==> src/rtl/core/mloc_pkg.sv <==
// shared types and codes for the motor lid open/close controller
// used by mloc_run_ctrl and motor_lid_open_close_controller; no dependencies
`default_nettype none

package mloc_pkg;

  // field widths
  localparam int unsigned MODE_W    = 2;
  localparam int unsigned PROG_W    = 2;
  localparam int unsigned BOX_W     = 3;
  localparam int unsigned TIMEOUT_W = 16;
  localparam int unsigned TICKS_W   = 32;
  localparam int unsigned CFG_IDX_W = 1;
  localparam int unsigned CFG_DATA_W = TIMEOUT_W;

  // item kinds
  localparam logic [MODE_W-1:0] MODE_TICK  = 2'd0;
  localparam logic [MODE_W-1:0] MODE_OPEN  = 2'd1;
  localparam logic [MODE_W-1:0] MODE_CLOSE = 2'd2;

  // progress codes
  localparam logic [PROG_W-1:0] PROG_NONE    = 2'd0;
  localparam logic [PROG_W-1:0] PROG_OPENING = 2'd1;
  localparam logic [PROG_W-1:0] PROG_CLOSING = 2'd2;
  localparam logic [PROG_W-1:0] PROG_BLOCKED = 2'd3;

  // box classification codes
  localparam logic [BOX_W-1:0] BOX_CLOSED    = 3'd0;
  localparam logic [BOX_W-1:0] BOX_OPEN_FULL = 3'd1;
  localparam logic [BOX_W-1:0] BOX_OPEN_HALF = 3'd2;
  localparam logic [BOX_W-1:0] BOX_BLOCKED   = 3'd3;
  localparam logic [BOX_W-1:0] BOX_FAIL      = 3'd4;

  // configuration register indexes and the timeout reset value
  localparam logic [CFG_IDX_W-1:0] CFG_IDX_RELAY_INVERT = 1'd0;
  localparam logic [CFG_IDX_W-1:0] CFG_IDX_TIMEOUT      = 1'd1;
  localparam logic [TIMEOUT_W-1:0] TIMEOUT_RESET        = 16'd30;

  // run phase, one-hot
  typedef enum logic [2:0] {
    PH_IDLE    = 3'b001,
    PH_OPENING = 3'b010,
    PH_CLOSING = 3'b100
  } mloc_phase_t;

  typedef struct packed {
    logic [MODE_W-1:0] mode;
    logic              closed_sensor;
    logic              opened_sensor;
    logic              blocked_sensor;
  } mloc_in_t;

  typedef struct packed {
    logic              opener_drive;
    logic              closer_drive;
    logic [PROG_W-1:0] progress;
    logic              finished;
    logic [BOX_W-1:0]  box_state;
  } mloc_out_t;

  typedef struct packed {
    logic                 relay_invert;
    logic [TIMEOUT_W-1:0] timeout_ticks;
  } mloc_cfg_t;

  // sensor priority: both limits, closed, blocked, full open, half open
  function automatic logic [BOX_W-1:0] classify_box(input logic cl, input logic op,
                                                    input logic bl);
    logic [BOX_W-1:0] box;
    if (op && cl) begin
      box = BOX_FAIL;
    end else if (cl) begin
      box = BOX_CLOSED;
    end else if (bl) begin
      box = BOX_BLOCKED;
    end else if (op) begin
      box = BOX_OPEN_FULL;
    end else begin
      box = BOX_OPEN_HALF;
    end
    return box;
  endfunction

endpackage

`default_nettype wire

==> src/rtl/core/mloc_run_ctrl.sv <==
// run state (phase and remaining ticks) and the per-item step logic
// depends on mloc_pkg
`default_nettype none

module mloc_run_ctrl
  import mloc_pkg::*;
(
  input  wire logic      clk,
  input  wire logic      rst_n,
  input  wire logic      fire,
  input  wire mloc_in_t  item,
  input  wire mloc_cfg_t cfg,
  output mloc_out_t      result
);

  mloc_phase_t         phase_r, phase_nxt;
  logic [TICKS_W-1:0]  ticks_left_r, ticks_left_nxt;
  logic [TICKS_W:0]    ext_sum;
  logic [TICKS_W-1:0]  ext_sat;
  logic [TICKS_W-1:0]  dec_base;
  logic                active;
  logic                target;
  logic [PROG_W-1:0]   progress;
  logic                finished;

  assign active = (phase_r == PH_OPENING) || (phase_r == PH_CLOSING);

  // blocked tick extends the allowance, saturating at all ones
  assign ext_sum  = {1'b0, ticks_left_r} + {{(TICKS_W + 1 - TIMEOUT_W){1'b0}}, cfg.timeout_ticks};
  assign ext_sat  = ext_sum[TICKS_W] ? {TICKS_W{1'b1}} : ext_sum[TICKS_W-1:0];
  assign dec_base = item.blocked_sensor ? ext_sat : ticks_left_r;
  assign target   = (phase_r == PH_OPENING) ? item.opened_sensor : item.closed_sensor;

  // step of one item
  always_comb begin
    phase_nxt      = active ? phase_r : PH_IDLE;
    ticks_left_nxt = ticks_left_r;
    progress       = PROG_NONE;
    finished       = 1'b0;
    case (item.mode)
      MODE_TICK: begin
        if (active) begin
          if (target || (ticks_left_r == '0)) begin
            phase_nxt = PH_IDLE;
            finished  = 1'b1;
          end else begin
            ticks_left_nxt = dec_base - {{(TICKS_W - 1){1'b0}}, 1'b1};
            if (item.blocked_sensor) begin
              progress = PROG_BLOCKED;
            end else if (phase_r == PH_OPENING) begin
              progress = PROG_OPENING;
            end else begin
              progress = PROG_CLOSING;
            end
          end
        end
      end
      MODE_OPEN: begin
        if (!active) begin
          if (item.opened_sensor) begin
            finished = 1'b1;
          end else begin
            phase_nxt      = PH_OPENING;
            ticks_left_nxt = {{(TICKS_W - TIMEOUT_W){1'b0}}, cfg.timeout_ticks};
          end
        end
      end
      MODE_CLOSE: begin
        if (!active) begin
          if (item.closed_sensor || item.blocked_sensor) begin
            finished = 1'b1;
          end else begin
            phase_nxt      = PH_CLOSING;
            ticks_left_nxt = {{(TICKS_W - TIMEOUT_W){1'b0}}, cfg.timeout_ticks};
          end
        end
      end
      default: begin
      end
    endcase
  end

  // result fields from the updated phase and the current sensors
  always_comb begin
    result.opener_drive = (phase_nxt == PH_OPENING) ^ cfg.relay_invert;
    result.closer_drive = (phase_nxt == PH_CLOSING) ^ cfg.relay_invert;
    result.progress     = progress;
    result.finished     = finished;
    result.box_state    = classify_box(item.closed_sensor, item.opened_sensor,
                                       item.blocked_sensor);
  end

  // state registers, advanced once per transfer
  always_ff @(posedge clk) begin
    if (!rst_n) begin
      phase_r      <= PH_IDLE;
      ticks_left_r <= '0;
    end else if (fire) begin
      phase_r      <= phase_nxt;
      ticks_left_r <= ticks_left_nxt;
    end
  end

  // a run end or rejection never reports progress
  a_finished_no_progress: assert property (@(posedge clk) disable iff (!rst_n)
    (fire && result.finished) |-> (result.progress == PROG_NONE))
    else $error("finished item reports progress");

  // accepted open command from idle loads the allowance
  a_open_start: assert property (@(posedge clk) disable iff (!rst_n)
    (fire && item.mode == MODE_OPEN && !active && !item.opened_sensor)
    |=> (phase_r == PH_OPENING)
        && (ticks_left_r == {{(TICKS_W - TIMEOUT_W){1'b0}}, $past(cfg.timeout_ticks)}))
    else $error("open command did not start a run");

  // state only moves on a transfer
  a_state_hold: assert property (@(posedge clk) disable iff (!rst_n)
    !fire |=> ($stable(phase_r) && $stable(ticks_left_r)))
    else $error("run state changed without a transfer");

endmodule

`default_nettype wire

==> src/rtl/core/motor_lid_open_close_controller.sv <==
// top level: input register, result register, configuration registers
// depends on mloc_pkg and mloc_run_ctrl
//
//  channel | direction | handshake           | payload
//  in_     | input     | in_valid / in_stall  | mloc_in_t  in_data
//  out_    | output    | out_valid / out_stall| mloc_out_t out_data
//  cfg_    | input     | cfg_wr_en            | cfg_index, cfg_wdata
//
// one item per cycle while out_stall is low; a result passes the input register,
// then the result register, and the step logic sits between them
// synchronous active-low reset clears both valids, the run phase (idle), the
// remaining ticks and the registers (relay_invert 0, timeout_ticks 30)
// out_stall holds the result register and, when the input register is also
// full, raises in_stall in the same cycle
`default_nettype none

module motor_lid_open_close_controller
  import mloc_pkg::*;
(
  input  wire logic                  clk,
  input  wire logic                  rst_n,
  input  wire logic                  in_valid,
  output logic                       in_stall,
  input  wire mloc_in_t              in_data,
  output logic                       out_valid,
  input  wire logic                  out_stall,
  output mloc_out_t                  out_data,
  input  wire logic                  cfg_wr_en,
  input  wire logic [CFG_IDX_W-1:0]  cfg_index,
  input  wire logic [CFG_DATA_W-1:0] cfg_wdata
);

  logic      s1_valid_r;
  mloc_in_t  s1_item_r;
  logic      out_valid_r;
  mloc_out_t out_data_r;
  mloc_cfg_t cfg_r;
  mloc_out_t step_result;
  logic      s2_ready;
  logic      s1_ready;
  logic      fire;

  // flow control
  assign s2_ready = !out_valid_r || !out_stall;
  assign fire     = s1_valid_r && s2_ready;
  assign s1_ready = !s1_valid_r || s2_ready;
  assign in_stall = !s1_ready;

  // input register
  always_ff @(posedge clk) begin
    if (!rst_n) begin
      s1_valid_r <= 1'b0;
    end else if (s1_ready) begin
      s1_valid_r <= in_valid;
    end
  end

  always_ff @(posedge clk) begin
    if (s1_ready && in_valid) begin
      s1_item_r <= in_data;
    end
  end

  // configuration registers
  always_ff @(posedge clk) begin
    if (!rst_n) begin
      cfg_r.relay_invert  <= 1'b0;
      cfg_r.timeout_ticks <= TIMEOUT_RESET;
    end else if (cfg_wr_en) begin
      case (cfg_index)
        CFG_IDX_RELAY_INVERT: cfg_r.relay_invert  <= cfg_wdata[0];
        CFG_IDX_TIMEOUT:      cfg_r.timeout_ticks <= cfg_wdata[TIMEOUT_W-1:0];
        default: begin
        end
      endcase
    end
  end

  mloc_run_ctrl u_run_ctrl (
    .clk    (clk),
    .rst_n  (rst_n),
    .fire   (fire),
    .item   (s1_item_r),
    .cfg    (cfg_r),
    .result (step_result)
  );

  // result register
  always_ff @(posedge clk) begin
    if (!rst_n) begin
      out_valid_r <= 1'b0;
    end else if (s2_ready) begin
      out_valid_r <= s1_valid_r;
    end
  end

  always_ff @(posedge clk) begin
    if (fire) begin
      out_data_r <= step_result;
    end
  end

  assign out_valid = out_valid_r;
  assign out_data  = out_data_r;

  // a result only appears after a filled input register
  a_out_from_s1: assert property (@(posedge clk) disable iff (!rst_n)
    $rose(out_valid_r) |-> $past(s1_valid_r))
    else $error("result without an input item");

  // a held input item is neither lost nor altered
  a_s1_hold: assert property (@(posedge clk) disable iff (!rst_n)
    (s1_valid_r && !s2_ready) |=> (s1_valid_r && $stable(s1_item_r)))
    else $error("input register lost an item");

  // a stalled result is kept, still valid and unchanged
  a_out_hold: assert property (@(posedge clk) disable iff (!rst_n)
    (out_valid_r && out_stall) |=> (out_valid_r && $stable(out_data_r)))
    else $error("stalled result changed");

endmodule

`default_nettype wire
==> config.mk <==
export PLATFORM = sky130hd
export DESIGN_NAME = motor_lid_open_close_controller
export DESIGN_NICKNAME = d
export VERILOG_FILES = /design/src/rtl/core/mloc_pkg.sv /design/src/rtl/core/mloc_run_ctrl.sv /design/src/rtl/core/motor_lid_open_close_controller.sv
export SDC_FILE = /design/constraint.sdc
export NUM_CORES = 1
export LEC_CHECK = 0
export BUFFER_PORTS_ARGS = -buffer_cell sky130_fd_sc_hd__buf_2
export CAP_MARGIN = 20
export CORE_AREA = 4 4 132 134
export CTS_BUF_LIST = sky130_fd_sc_hd__clkbuf_4 sky130_fd_sc_hd__clkbuf_8
export DETAILED_ROUTE_END_ITERATION = 8
export DIE_AREA = 0 0 136 138
export GPL_ROUTABILITY_DRIVEN = 0
export SLEW_MARGIN = 20
export SYNTH_ARGS = -nofsm -noshare
export SYNTH_HDL_FRONTEND = slang
export SYNTH_SLANG_ARGS = --single-unit
==> constraint.sdc <==
create_clock -name clk -period 3.97 [get_ports clk]
set_input_delay 0.1985 -clock clk [delete_from_list [all_inputs] [get_ports clk]]
set_output_delay 0.1985 -clock clk [all_outputs]
set_load 0.01 [all_outputs]
==> results of run 1 <==
[repair_timing]
| action | in CTS | in global routing |
|---|---|---|
| hold buffers | 5 | 0 |
| resized for setup | 0 | 9 |
| setup buffers | 0 | 2 |
| endpoints found under the hold margin | 5 | 0 |
| setup endpoints to repair | 0 | 11 |
[layer usage]
metal,track usage,vias up
li1,-,2736
met1,0.273,2577
met2,0.271,211
met3,0.0273,35
met4,0.0711,0
met5,0,-
[where the power goes]
part / switching (W) / leakage [nW] / internal [W]
combinational: 0.000270 / 1.85 / 0.000196
sequential: 0.0000298 / 0.566 / 0.000721
clock: 0.000291 / 0.122 / 0.000430
total: 0.000591 / 2.54 / 0.00135
[layout by cell type (no fill, tap or decap), types with 10 or more instances in the layout]
cell type                  instances
sky130_fd_sc_hd__ha_1             21
sky130_fd_sc_hd__a211oi_1         10
sky130_fd_sc_hd__edfxtp_1         13
sky130_fd_sc_hd__nor2b_1          13
sky130_fd_sc_hd__and3_1           10
sky130_fd_sc_hd__o21ai_0          32
sky130_fd_sc_hd__buf_2            36
sky130_fd_sc_hd__mux2i_1          13
sky130_fd_sc_hd__nand3_1          35
sky130_fd_sc_hd__nand2_1         114
sky130_fd_sc_hd__nor3_1           18
sky130_fd_sc_hd__inv_1            10
sky130_fd_sc_hd__dfxtp_1          54
sky130_fd_sc_hd__xnor2_1          17
sky130_fd_sc_hd__nand4_1          18
sky130_fd_sc_hd__a21boi_0         23
sky130_fd_sc_hd__buf_4            48
sky130_fd_sc_hd__nor2_1           43
sky130_fd_sc_hd__a21oi_1          37
sky130_fd_sc_hd__xor2_1           17
[worst reg2reg max path, cell delays in order, from the launching register on]
cell	delay, ns
sky130_fd_sc_hd__dfxtp_1	0.45
sky130_fd_sc_hd__ha_1	0.31
sky130_fd_sc_hd__a21oi_1	0.44
sky130_fd_sc_hd__o21ai_1	0.20
sky130_fd_sc_hd__a211oi_1	0.29
sky130_fd_sc_hd__a221oi_1	0.19
sky130_fd_sc_hd__a2111oi_4	0.40
sky130_fd_sc_hd__nor2_1	0.08
sky130_fd_sc_hd__or4b_4	0.57
sky130_fd_sc_hd__or4_4	0.56
sky130_fd_sc_hd__o21a_1	0.13
sky130_fd_sc_hd__nor3_2	0.15
[cells by family after synthesis]
| group | after synthesis |
|---|---|
| simple gates | 321 |
| mux | 16 |
| buf+inv | 54 |
| fa+ha+maj | 22 |
| flops | 67 |
| compound gates | 196 |
| xor+xnor | 34 |
[cell usage after synthesis (13+ instances only)]
master                     count
sky130_fd_sc_hd__nand4_1      18
sky130_fd_sc_hd__ha_1         21
sky130_fd_sc_hd__mux2i_1      13
sky130_fd_sc_hd__dfxtp_1      54
sky130_fd_sc_hd__clkbuf_1     23
sky130_fd_sc_hd__nor2_1       43
sky130_fd_sc_hd__a21oi_1      38
sky130_fd_sc_hd__xor2_1       17
sky130_fd_sc_hd__nor3_1       18
sky130_fd_sc_hd__edfxtp_1     13
sky130_fd_sc_hd__o21ai_0      32
sky130_fd_sc_hd__xnor2_1      17
sky130_fd_sc_hd__nand3_1      35
sky130_fd_sc_hd__nand2_1     114
sky130_fd_sc_hd__nor2b_1      13
sky130_fd_sc_hd__a21boi_0     23
[through the flow]
step	power (W)	setup WS [ns]	instance area (sq um)
detailed placement	0.00121	0.123	6150
global placement	0.00121	0.152	6150
floorplan	0.00107	0.285	5600
CTS	0.00193	0.108	6440
global route	0.00203	0.0368	6520
finish	0.00194	0.133	6520
[flip-flops by register name (all words and copies together), names as in the netlist]
name,flops
u_run_ctrl.phase_r,3
cfg_r,17
u_run_ctrl.ticks_left_r,32
s1_valid_r,1
out_valid,1
s1_item_r,5
out_data,8
[final timing paths]
path	from	endpoint	slack, ns
min	cfg_wdata[2]	cfg_r[2]$_SDFFE_PN1P_	0.04
max	u_run_ctrl.ticks_left_r[8]$_SDFFE_PN0P_	u_run_ctrl.ticks_left_r[21]$_SDFFE_PN0P_	0.13
max reg2reg	u_run_ctrl.ticks_left_r[8]$_SDFFE_PN0P_	u_run_ctrl.ticks_left_r[21]$_SDFFE_PN0P_	0.13
min reg2reg	cfg_r[11]$_SDFFE_PN0P_	cfg_r[11]$_SDFFE_PN0P_	0.50
[area by class of cell]
class	instances	area, sq um	area share
Clock buffer	11	139	0.0213
Clock inverter	5	103	0.0157
Inverter	11	41.3	0.00634
Multi-Input combinational cell	589	3870	0.595
Sequential cell	67	1470	0.226
Tap cell	220	275	0.0423
Timing Repair Buffer	90	611	0.0937
==> metrics.cfg, run 1 <==
[status]
result_of_the_run = complete, no violations

[yosys]
async_flop_share = 0
synth-xor-area-share = 0.0532
main_combinational_cell_family_by_area_after_synthesis = simple AND/OR/NAND/NOR gates
syn-num-nets = 759
synth_area_per_cell_sq_um = 7.89
synth_warnings = 0
ys_seq_area_frac = 0.263
synth.mux.area_fraction = 0.0304
synth_top_flop_cell = sky130_fd_sc_hd__dfxtp_1
ys_types = 89
synth.ff_latch_count = 67
synth_adder_area_share = 0.0505
synthesis.area_sq_um = 5600
synth_simple_gate_area_frac = 0.296
synth_largest_area_cell = sky130_fd_sc_hd__dfxtp_1
fraction_of_post_synthesis_cell_area_in_the_top_cell_type_by_area = 0.193
ys_top_cells_by_area = sky130_fd_sc_hd__dfxtp_1 19%, sky130_fd_sc_hd__nand2_1 7.6%, sky130_fd_sc_hd__edfxtp_1 7.0%, sky130_fd_sc_hd__ha_1 4.7%, sky130_fd_sc_hd__a21oi_1 3.4%
synth_edf_count = 13
synth_compound_gate_area_share = 0.252
synth_cells = 710

[routing]
ant_nets = 0
drt_iter0_markers = 538
post_route_drc = 0
route.final.wire_length_microns = 17300
vias_after_detailed_routing = 5559
routed_via_count_divided_by_cell_count = 5.60
met2_length_microns = 7550
post_drt_wl_per_cell_microns = 17.4
dr.max_layer_used = met4
drt_pass1_iterations = 5
met3RoutedLength_microns = 1160
m1WireLength_microns = 8150

[final_layout]
post-route-util = 0.400
antenna_cells = 0
area_growth_syn_to_fin_pct = 16.4
final_layout_size_suffix_gt1_frac = 0.201
nNetsFinal = 817
final.fill_count = 1663
stdcell_count = 993

[timing]
max_freq_mhz = 261
fin_worst_hold_slack_ns = 0.0420
timing.max_slew.rel_slack = 0.481
layout_worst_path_cycle_share = 0.967
final_max_slew_viol_count = 0
setup_repair_after_global_routing_missed_its_margin = false
worst_clock_skew_ns = 0.0128
timing.final.crit_period_ns = 3.84
tns_ns = 0
setup_viol_count_final = 0
final_hold_violating_endpoints = 0
worst_slew_pin_slew_ns = 0.769

[power_and_ir_drop]
vdd_ir_drop_max_mv = 0.210
total_leakage_power_nw = 2.54
power.density_cell_area_nw_per_um2 = 298

[clock_network]
total_clock_buffers_created_by_cts = 9
cts_root_buffer = sky130_fd_sc_hd__clkbuf_8
cts_max_path_buffers = 2
clock_tree.htree_level_count = 3
worst_setup_hold_path_clk_slew_ns = 0.08
clock_latency_at_the_later_pin_of_the_worst_skew_pair_ns = 0.38
cts.sinks = 67
clock_tree_from_tritoncts = built

[setup_path]
worstPathMaxFanout = 6
worstSetupEndpointType = flop
worst_ep_required_time_ns = 4.28
crit_path_top_delay_cell = sky130_fd_sc_hd__or4b_4
reg2regPathDepth = 11
worstSetupPathType = reg -> reg
worstPathArrival_ns = 4.15
crit_path_cell_trace = ha_1 -> a21oi_1 -> o21ai_1 -> a211oi_1 -> a221oi_1 -> a2111oi_4 -> nor2_1 -> or4b_4 -> or4_4 -> o21a_1 -> nor3_2
critical_path_depth = 11
worst-path-buf-inv = 0
critPathMaxStageDelay_ns = 0.57
crit_path_start_kind = flop
critical_path.top_delay_family = compound AO/OA/AOI/OAI gates

[min_path]
worst_hold_path.num_cells = 3
hold_path_class = in -> reg

[global_route]
grt_antenna_before_repair = 0
track_usage = 0.185
grt-ovfl-total = 0
grt_start_max_net_pins = 44
grt_first_pass_wirelength_microns = 27800
grt_pass1_vias = 5077

[placed_design]
numPortBuffers = 36
place.detailed.instances = 970
hpwlAfterDp_microns = 12900

[job]
drv.max_cap_violation_count = 0

[die]
initial_utilization = 0.344
die_area_sq_um = 18800
num_rows = 47
floorplan.io_pins = 37
fp.dieH_microns = 138
core_sq_um = 16300
overall_die_width_microns = 136

No activity file was read; power rests on OpenSTA's default activity.
==> run 2, diff against run 1 <==
- GPL_TIMING_DRIVEN: unset -> 0
==> metrics.cfg, run 2 (synthesis gave the netlist of run 1 again) <==
[timing]
final_hold_violating_endpoints = 0
setup_viol_count_final = 0
timing.max_slew.rel_slack = 0.334
worst_slew_pin_slew_ns = 0.974
final_max_slew_viol_count = 0
worst_clock_skew_ns = 0.0132
layout_worst_path_cycle_share = 0.974
timing.final.crit_period_ns = 3.87
setup_repair_after_global_routing_missed_its_margin = true
max_freq_mhz = 259

[job]
drv.max_cap_violation_count = 0

[routing]
drt_iter0_markers = 468
post_route_drc = 0
drt_pass1_iterations = 5
vias_after_detailed_routing = 5568
routed_via_count_divided_by_cell_count = 5.60
ant_nets = 0
route.final.wire_length_microns = 17700
post_drt_wl_per_cell_microns = 17.8

[setup_path]
worstPathMaxFanout = 10
r2r_slack_ns = 0.10
crit_path_start_kind = flop
worst_ep_required_time_ns = 4.26
launch_point_of_the_worst_reg_to_reg_path = cfg_r[0]$_SDFFE_PN0P_
worstSetupPathType = reg -> reg
worstPathArrival_ns = 4.15
r2r_end = u_run_ctrl.ticks_left_r[21]$_SDFFE_PN0P_
worstSetupEndpointType = flop
reg2regPathDepth = 14

[global_route]
grt-ovfl-total = 0
grt_start_max_net_pins = 16
grt_first_pass_wirelength_microns = 28400
grt_antenna_before_repair = 0
grt_pass1_vias = 5267
track_usage = 0.187

[placed_design]
numPortBuffers = 36
place.detailed.instances = 966
postPlaceCellArea_sq_um = 6060
hpwlAfterDp_microns = 13300

[die]
initial_utilization = 0.344
die_area_sq_um = 18800
floorplan.io_pins = 37
num_rows = 47
fp.dieH_microns = 138
core_sq_um = 16300
overall_die_width_microns = 136

[final_layout]
design_area_sq_um = 6670
layout.cells.most_common = sky130_fd_sc_hd__nand2_1
post-route-util = 0.409
stdcell_count = 995
area_growth_syn_to_fin_pct = 19.1
register_ranked_first_by_flip_flop_count = u_run_ctrl.ticks_left_r
antenna_cells = 0
final_cell_mix = 114 x sky130_fd_sc_hd__nand2_1, 43 x sky130_fd_sc_hd__nor2_1, 42 x sky130_fd_sc_hd__buf_2
nNetsFinal = 819
final_layout_size_suffix_gt1_frac = 0.217
largest_register_ff_count = 32

[clock_network]
total_clock_buffers_created_by_cts = 9
cts_max_path_buffers = 2
clock_latency_at_the_later_pin_of_the_worst_skew_pair_ns = 0.36
cts_root_buffer = sky130_fd_sc_hd__clkbuf_8
worst_setup_hold_path_clk_slew_ns = 0.08
cts.sinks = 67
clock_tree_from_tritoncts = built
clock_tree.htree_level_count = 3

[power_and_ir_drop]
finalPower_w = 0.00190
total_leakage_power_nw = 2.49
vdd_ir_drop_max_mv = 0.214
power.density_cell_area_nw_per_um2 = 286

[status]
result_of_the_run = complete, no violations

[min_path]
worst_hold_path.endpoint = cfg_r[3]$_SDFFE_PN1P_
hold_path_class = in -> reg
worst_hold_path.num_cells = 3
worst_hold_startpoint = cfg_wdata[3]

[run 2: changes by cell type in the layout (fill, tap and decap cells not counted), sizes merged]
| cell | before | now |
|---|---|---|
| inv | 10 | 13 |
| buf | 85 | 60 |
| clkbuf | 11 | 37 |
| bufinv | 3 | 2 |
| clkinv | 3 | 2 |
[run 2: layout make-up]
cell class,instances,area [sq um]
Inverter,11,41.3
Fill cell,1708,9620
Timing Repair Buffer,49,290
Buffer,43,268
Clock inverter,6,95.1
Clock buffer,10,131
Tap cell,220,275
Multi-Input combinational cell,589,4080
Sequential cell,67,1490
[run 2: power by group]
group	total, W	internal (W)	switching (W)
clock network	0.000668	0.000369	0.000299
logic	0.000479	0.000192	0.000287
registers	0.000758	0.000722	0.0000352
[run 2: critical path, stage by stage (launching register included)]
cell and delay (ns):
sky130_fd_sc_hd__dfxtp_2 0.36, sky130_fd_sc_hd__ha_4 0.18, sky130_fd_sc_hd__fa_2 0.39, sky130_fd_sc_hd__nand3_1 0.13, sky130_fd_sc_hd__a21oi_2 0.11, sky130_fd_sc_hd__o2111ai_4 0.28
sky130_fd_sc_hd__a21o_1 0.17, sky130_fd_sc_hd__buf_6 0.16, sky130_fd_sc_hd__nand4_1 0.18, sky130_fd_sc_hd__nor4b_4 0.35, sky130_fd_sc_hd__or4b_4 0.50, sky130_fd_sc_hd__buf_6 0.16
sky130_fd_sc_hd__or4_4 0.54, sky130_fd_sc_hd__o21a_1 0.13, sky130_fd_sc_hd__nor3_2 0.15
[run 2: stage by stage]
step	setup TNS, ns	hold slack [ns]	worst slack, ns
finish	0	0.0454	0.102
floorplan	0	0.297	0.285
detailed placement	-4.96	0.377	-0.540
global route	-0.0668	0.0600	-0.0427
global placement	-5.42	0.376	-0.572
CTS	0	0.0317	0.0231
[run 2: worst max path at each step]
| stage | from | endpoint | slack [ns] | depth (start not counted) |
|---|---|---|---|---|
| 6_report | cfg_r[0]$_SDFFE_PN0P_ | u_run_ctrl.ticks_left_r[21]$_SDFFE_PN0P_ | 0.10 | 14 |
| 5_1_grt | u_run_ctrl.ticks_left_r[2]$_SDFFE_PN0P_ | u_run_ctrl.ticks_left_r[21]$_SDFFE_PN0P_ | -0.04 | 12 |
| 4_1_cts | cfg_r[11]$_SDFFE_PN0P_ | u_run_ctrl.ticks_left_r[21]$_SDFFE_PN0P_ | 0.02 | 13 |
| 3_5_place_dp | cfg_r[0]$_SDFFE_PN0P_ | u_run_ctrl.ticks_left_r[24]$_SDFFE_PN0P_ | -0.54 | 15 |
| 3_3_place_gp | u_run_ctrl.ticks_left_r[5]$_SDFFE_PN0P_ | u_run_ctrl.ticks_left_r[24]$_SDFFE_PN0P_ | -0.57 | 15 |
| 2_1_floorplan | cfg_r[0]$_SDFFE_PN0P_ | u_run_ctrl.ticks_left_r[21]$_SDFFE_PN0P_ | 0.28 | 13 |
[run 2: metal layers]
layer	vias to the layer above	GRT usage	part of all wire	wire length, microns
met2	204	0.291	0.44	7870
li1	2749	-	-	-
met5	-	0	0	0
met4	0	0.0557	0.022	397
met3	22	0.0298	0.064	1140
met1	2593	0.267	0.47	8290
[run 2: timing repair]
| action | CTS | global route |
|---|---|---|
| hold buffers | 5 | 0 |
| gates resized for setup | 19 | 41 |
| setup endpoints to repair | 17 | 20 |
| buffers inserted | 5 | 3 |
| endpoints found under the hold margin | 5 | 0 |
| pin swaps | 5 | 7 |
==> run 3, diff against run 2 <==
- ABC_AREA: unset -> 1
- CORE_AREA: 4 4 132 134 -> 4 4 137 139
- DIE_AREA: 0 0 136 138 -> 0 0 141 143
==> metrics.cfg, run 3 <==
[status]
result_of_the_run = complete, no violations

[power_and_ir_drop]
net_sw_frac = 0.333
internal_power_w = 0.00115
p_comb_frac = 0.236
total_leakage_power_nw = 3.16
power.density_cell_area_nw_per_um2 = 255
seq_power_share = 0.439
clockPowerShare = 0.325
vdd_ir_drop_max_mv = 0.194
power_switching_w = 0.000571

[timing]
setup_repair_after_global_routing_missed_its_margin = false
max_freq_mhz = 283
postLayoutSetupSlackWorst_ns = 0.441
timing.max_slew.rel_slack = 0.627
final_max_slew_viol_count = 0
timing.final.crit_period_ns = 3.53
setup_viol_count_final = 0
layout_worst_path_cycle_share = 0.889
final_hold_violating_endpoints = 0
worst_clock_skew_ns = 0.0131
worst_slew_pin_slew_ns = 0.560
tns_ns = 0

[die]
num_rows = 49
die_area_sq_um = 20200
initial_utilization = 0.343
core_sq_um = 17700
overall_die_width_microns = 141
fp.dieH_microns = 143
floorplan.io_pins = 37

[clock_network]
clock_tree_from_tritoncts = built
cts_root_buffer = sky130_fd_sc_hd__clkbuf_8
cts_resized = 0
clock_latency_at_the_later_pin_of_the_worst_skew_pair_ns = 0.35
worst_setup_hold_path_clk_slew_ns = 0.08
cts_hold_buf = 0
cts_max_path_buffers = 2
clock_tree.htree_level_count = 3
cts.sinks = 67
post-cts-setup-buffers = 0
total_clock_buffers_created_by_cts = 9

[yosys]
synth_area_per_cell_sq_um = 6.12
synthesis.area_sq_um = 6060
synth_largest_area_cell = sky130_fd_sc_hd__nand2_1
fraction_of_post_synthesis_cell_area_in_the_top_cell_type_by_area = 0.185
ys_top_cells_by_area = sky130_fd_sc_hd__nand2_1 19%, sky130_fd_sc_hd__dfxtp_1 18%, sky130_fd_sc_hd__nand3_1 7.6%, sky130_fd_sc_hd__inv_1 7.3%, sky130_fd_sc_hd__edfxtp_1 6.4%
async_flop_share = 0
yosysMostFrequentCell = sky130_fd_sc_hd__nand2_1
syn-num-nets = 1040
synth_cells = 991
synth_warnings = 0
synth_edf_count = 13
synth_top_flop_cell = sky130_fd_sc_hd__dfxtp_1
post_synth_most_frequent_cells = 299 x sky130_fd_sc_hd__nand2_1, 118 x sky130_fd_sc_hd__inv_1, 104 x sky130_fd_sc_hd__nor2_1
ys_types = 45
synth.ff_latch_count = 67
ys_seq_area_frac = 0.243

[final_layout]
largest_register_ff_count = 32
final_layout_size_suffix_gt1_frac = 0.146
area_growth_syn_to_fin_pct = 10.9
nNetsFinal = 1087
antenna_cells = 0
layout.cells.most_common = sky130_fd_sc_hd__nand2_1
register_ranked_first_by_flip_flop_count = u_run_ctrl.ticks_left_r
design_area_sq_um = 6720
final_cell_mix = 299 x sky130_fd_sc_hd__nand2_1, 118 x sky130_fd_sc_hd__inv_1, 104 x sky130_fd_sc_hd__nor2_1
post-route-util = 0.381

[routing]
vias_after_detailed_routing = 6280
post_route_drc = 0
post_drt_wl_per_cell_microns = 14.3
drt_pass1_iterations = 7
route.final.wire_length_microns = 18200
drt_iter0_markers = 500
routed_via_count_divided_by_cell_count = 4.94
ant_nets = 0

[setup_path]
worstSetupEndpointType = flop
crit_path_cell_trace = ha_1 -> fa_1 -> nand2_1 -> nand2_1 -> nand3_1 -> nand2_1 -> nand2_2 -> nand2_4 -> buf_6 -> nand3_4 -> nand2_2 -> inv_2 -> ha_1 -> nand2_1 -> nor2_2 -> nand3_4 -> nor2_4 -> nand3_1 -> nand3_1 -> a21oi_1
crit_path_top_delay_cell = sky130_fd_sc_hd__fa_1
worstPathArrival_ns = 3.75
critPathMaxStageDelay_ns = 0.48
crit_path_start_kind = flop
worstPathMaxFanout = 10
worst_ep_required_time_ns = 4.19
worstSetupPathType = reg -> reg
cell_seen_most_often_among_critical_path_stages = sky130_fd_sc_hd__nand2_1

[placed_design]
numPortBuffers = 36
hpwlAfterDp_microns = 15100
place_ws_ns = 0.449
postPlaceCellArea_sq_um = 6530

[global_route]
track_usage = 0.186
grt_first_pass_wirelength_microns = 30000
grt_start_max_net_pins = 14
grt_pass1_vias = 5858
grt_antenna_before_repair = 0
grt-ovfl-total = 0

[job]
drv.max_cap_violation_count = 0

[min_path]
hold_path_class = in -> reg

[run 3: cell types whose count changed in the layout (fill, tap and decap cells not counted), sizes merged, moves of 14 or more]
cell | previous run | this run
a21boi | 24 | 0
a21oi | 46 | 66
buf | 60 | 45
clkbuf | 37 | 23
inv | 13 | 130
mux2i | 14 | 0
nand2 | 115 | 321
nand3 | 36 | 106
nor2 | 43 | 127
[run 3: final timing paths]
check,from,to,slack [ns],cells past startpoint
min,in_data[3],s1_item_r[3]$_DFFE_PP_,0.03,1
min reg2reg,s1_valid_r$_SDFFE_PN0N_,out_valid$_SDFFE_PN0P_,0.48,2
max reg2reg,u_run_ctrl.ticks_left_r[0]$_SDFFE_PN0P_,u_run_ctrl.ticks_left_r[26]$_SDFFE_PN0P_,0.44,20
max,u_run_ctrl.ticks_left_r[0]$_SDFFE_PN0P_,u_run_ctrl.ticks_left_r[26]$_SDFFE_PN0P_,0.44,20
[run 3: power groups by stage]
stage | logic [W] | clock network (W) | registers (W)
final | 0.000405 | 0.000557 | 0.000754
after global routing | 0.000460 | 0.000609 | 0.000757
after CTS | 0.000403 | 0.000573 | 0.000753
after detailed placement | 0.000400 | 0 | 0.000768
after global placement | 0.000397 | 0 | 0.000768
after floorplan | 0.000297 | 0 | 0.000758
[run 3: worst max-delay path: cells and delay by family (launching register included)]
family,cells,cell delay [ns]
flops,1,0.36
fa+ha+maj,3,0.99
compound gates,1,0.06
simple gates,14,1.71
buf+inv,2,0.24
[run 3: layout make-up]
class	count	area, sq um
buffer	23	116
clock inverter	7	67.6
timing repair buffer	36	180
clock buffer	9	124
multi-input combinational	771	3990
inverter	130	488
tap	229	287
fill	1943	10900
sequential	67	1470
[run 3: cell families after synthesis]
logic type / synth area share
compound gates: 0.125
xor+xnor: 0.0159
fa+ha+maj: 0.0467
buf+inv: 0.0997
flops: 0.243
simple gates: 0.470
[run 3: metrics by stage]
stage	hold slack [ns]	power, W	std cells
finish	0.0273	0.00172	1272
CTS	0.00822	0.00173	1272
global route	0.00990	0.00183	1272
floorplan	0.297	0.00106	991
detailed placement	0.377	0.00117	1256
global placement	0.375	0.00117	1256
[run 3: metal layers]
layer	share of wire	track usage	wire length, microns
met1	0.49	0.264	8880
met2	0.45	0.296	8150
met3	0.045	0.0228	822
met4	0.017	0.0535	314
met5	0	0	0
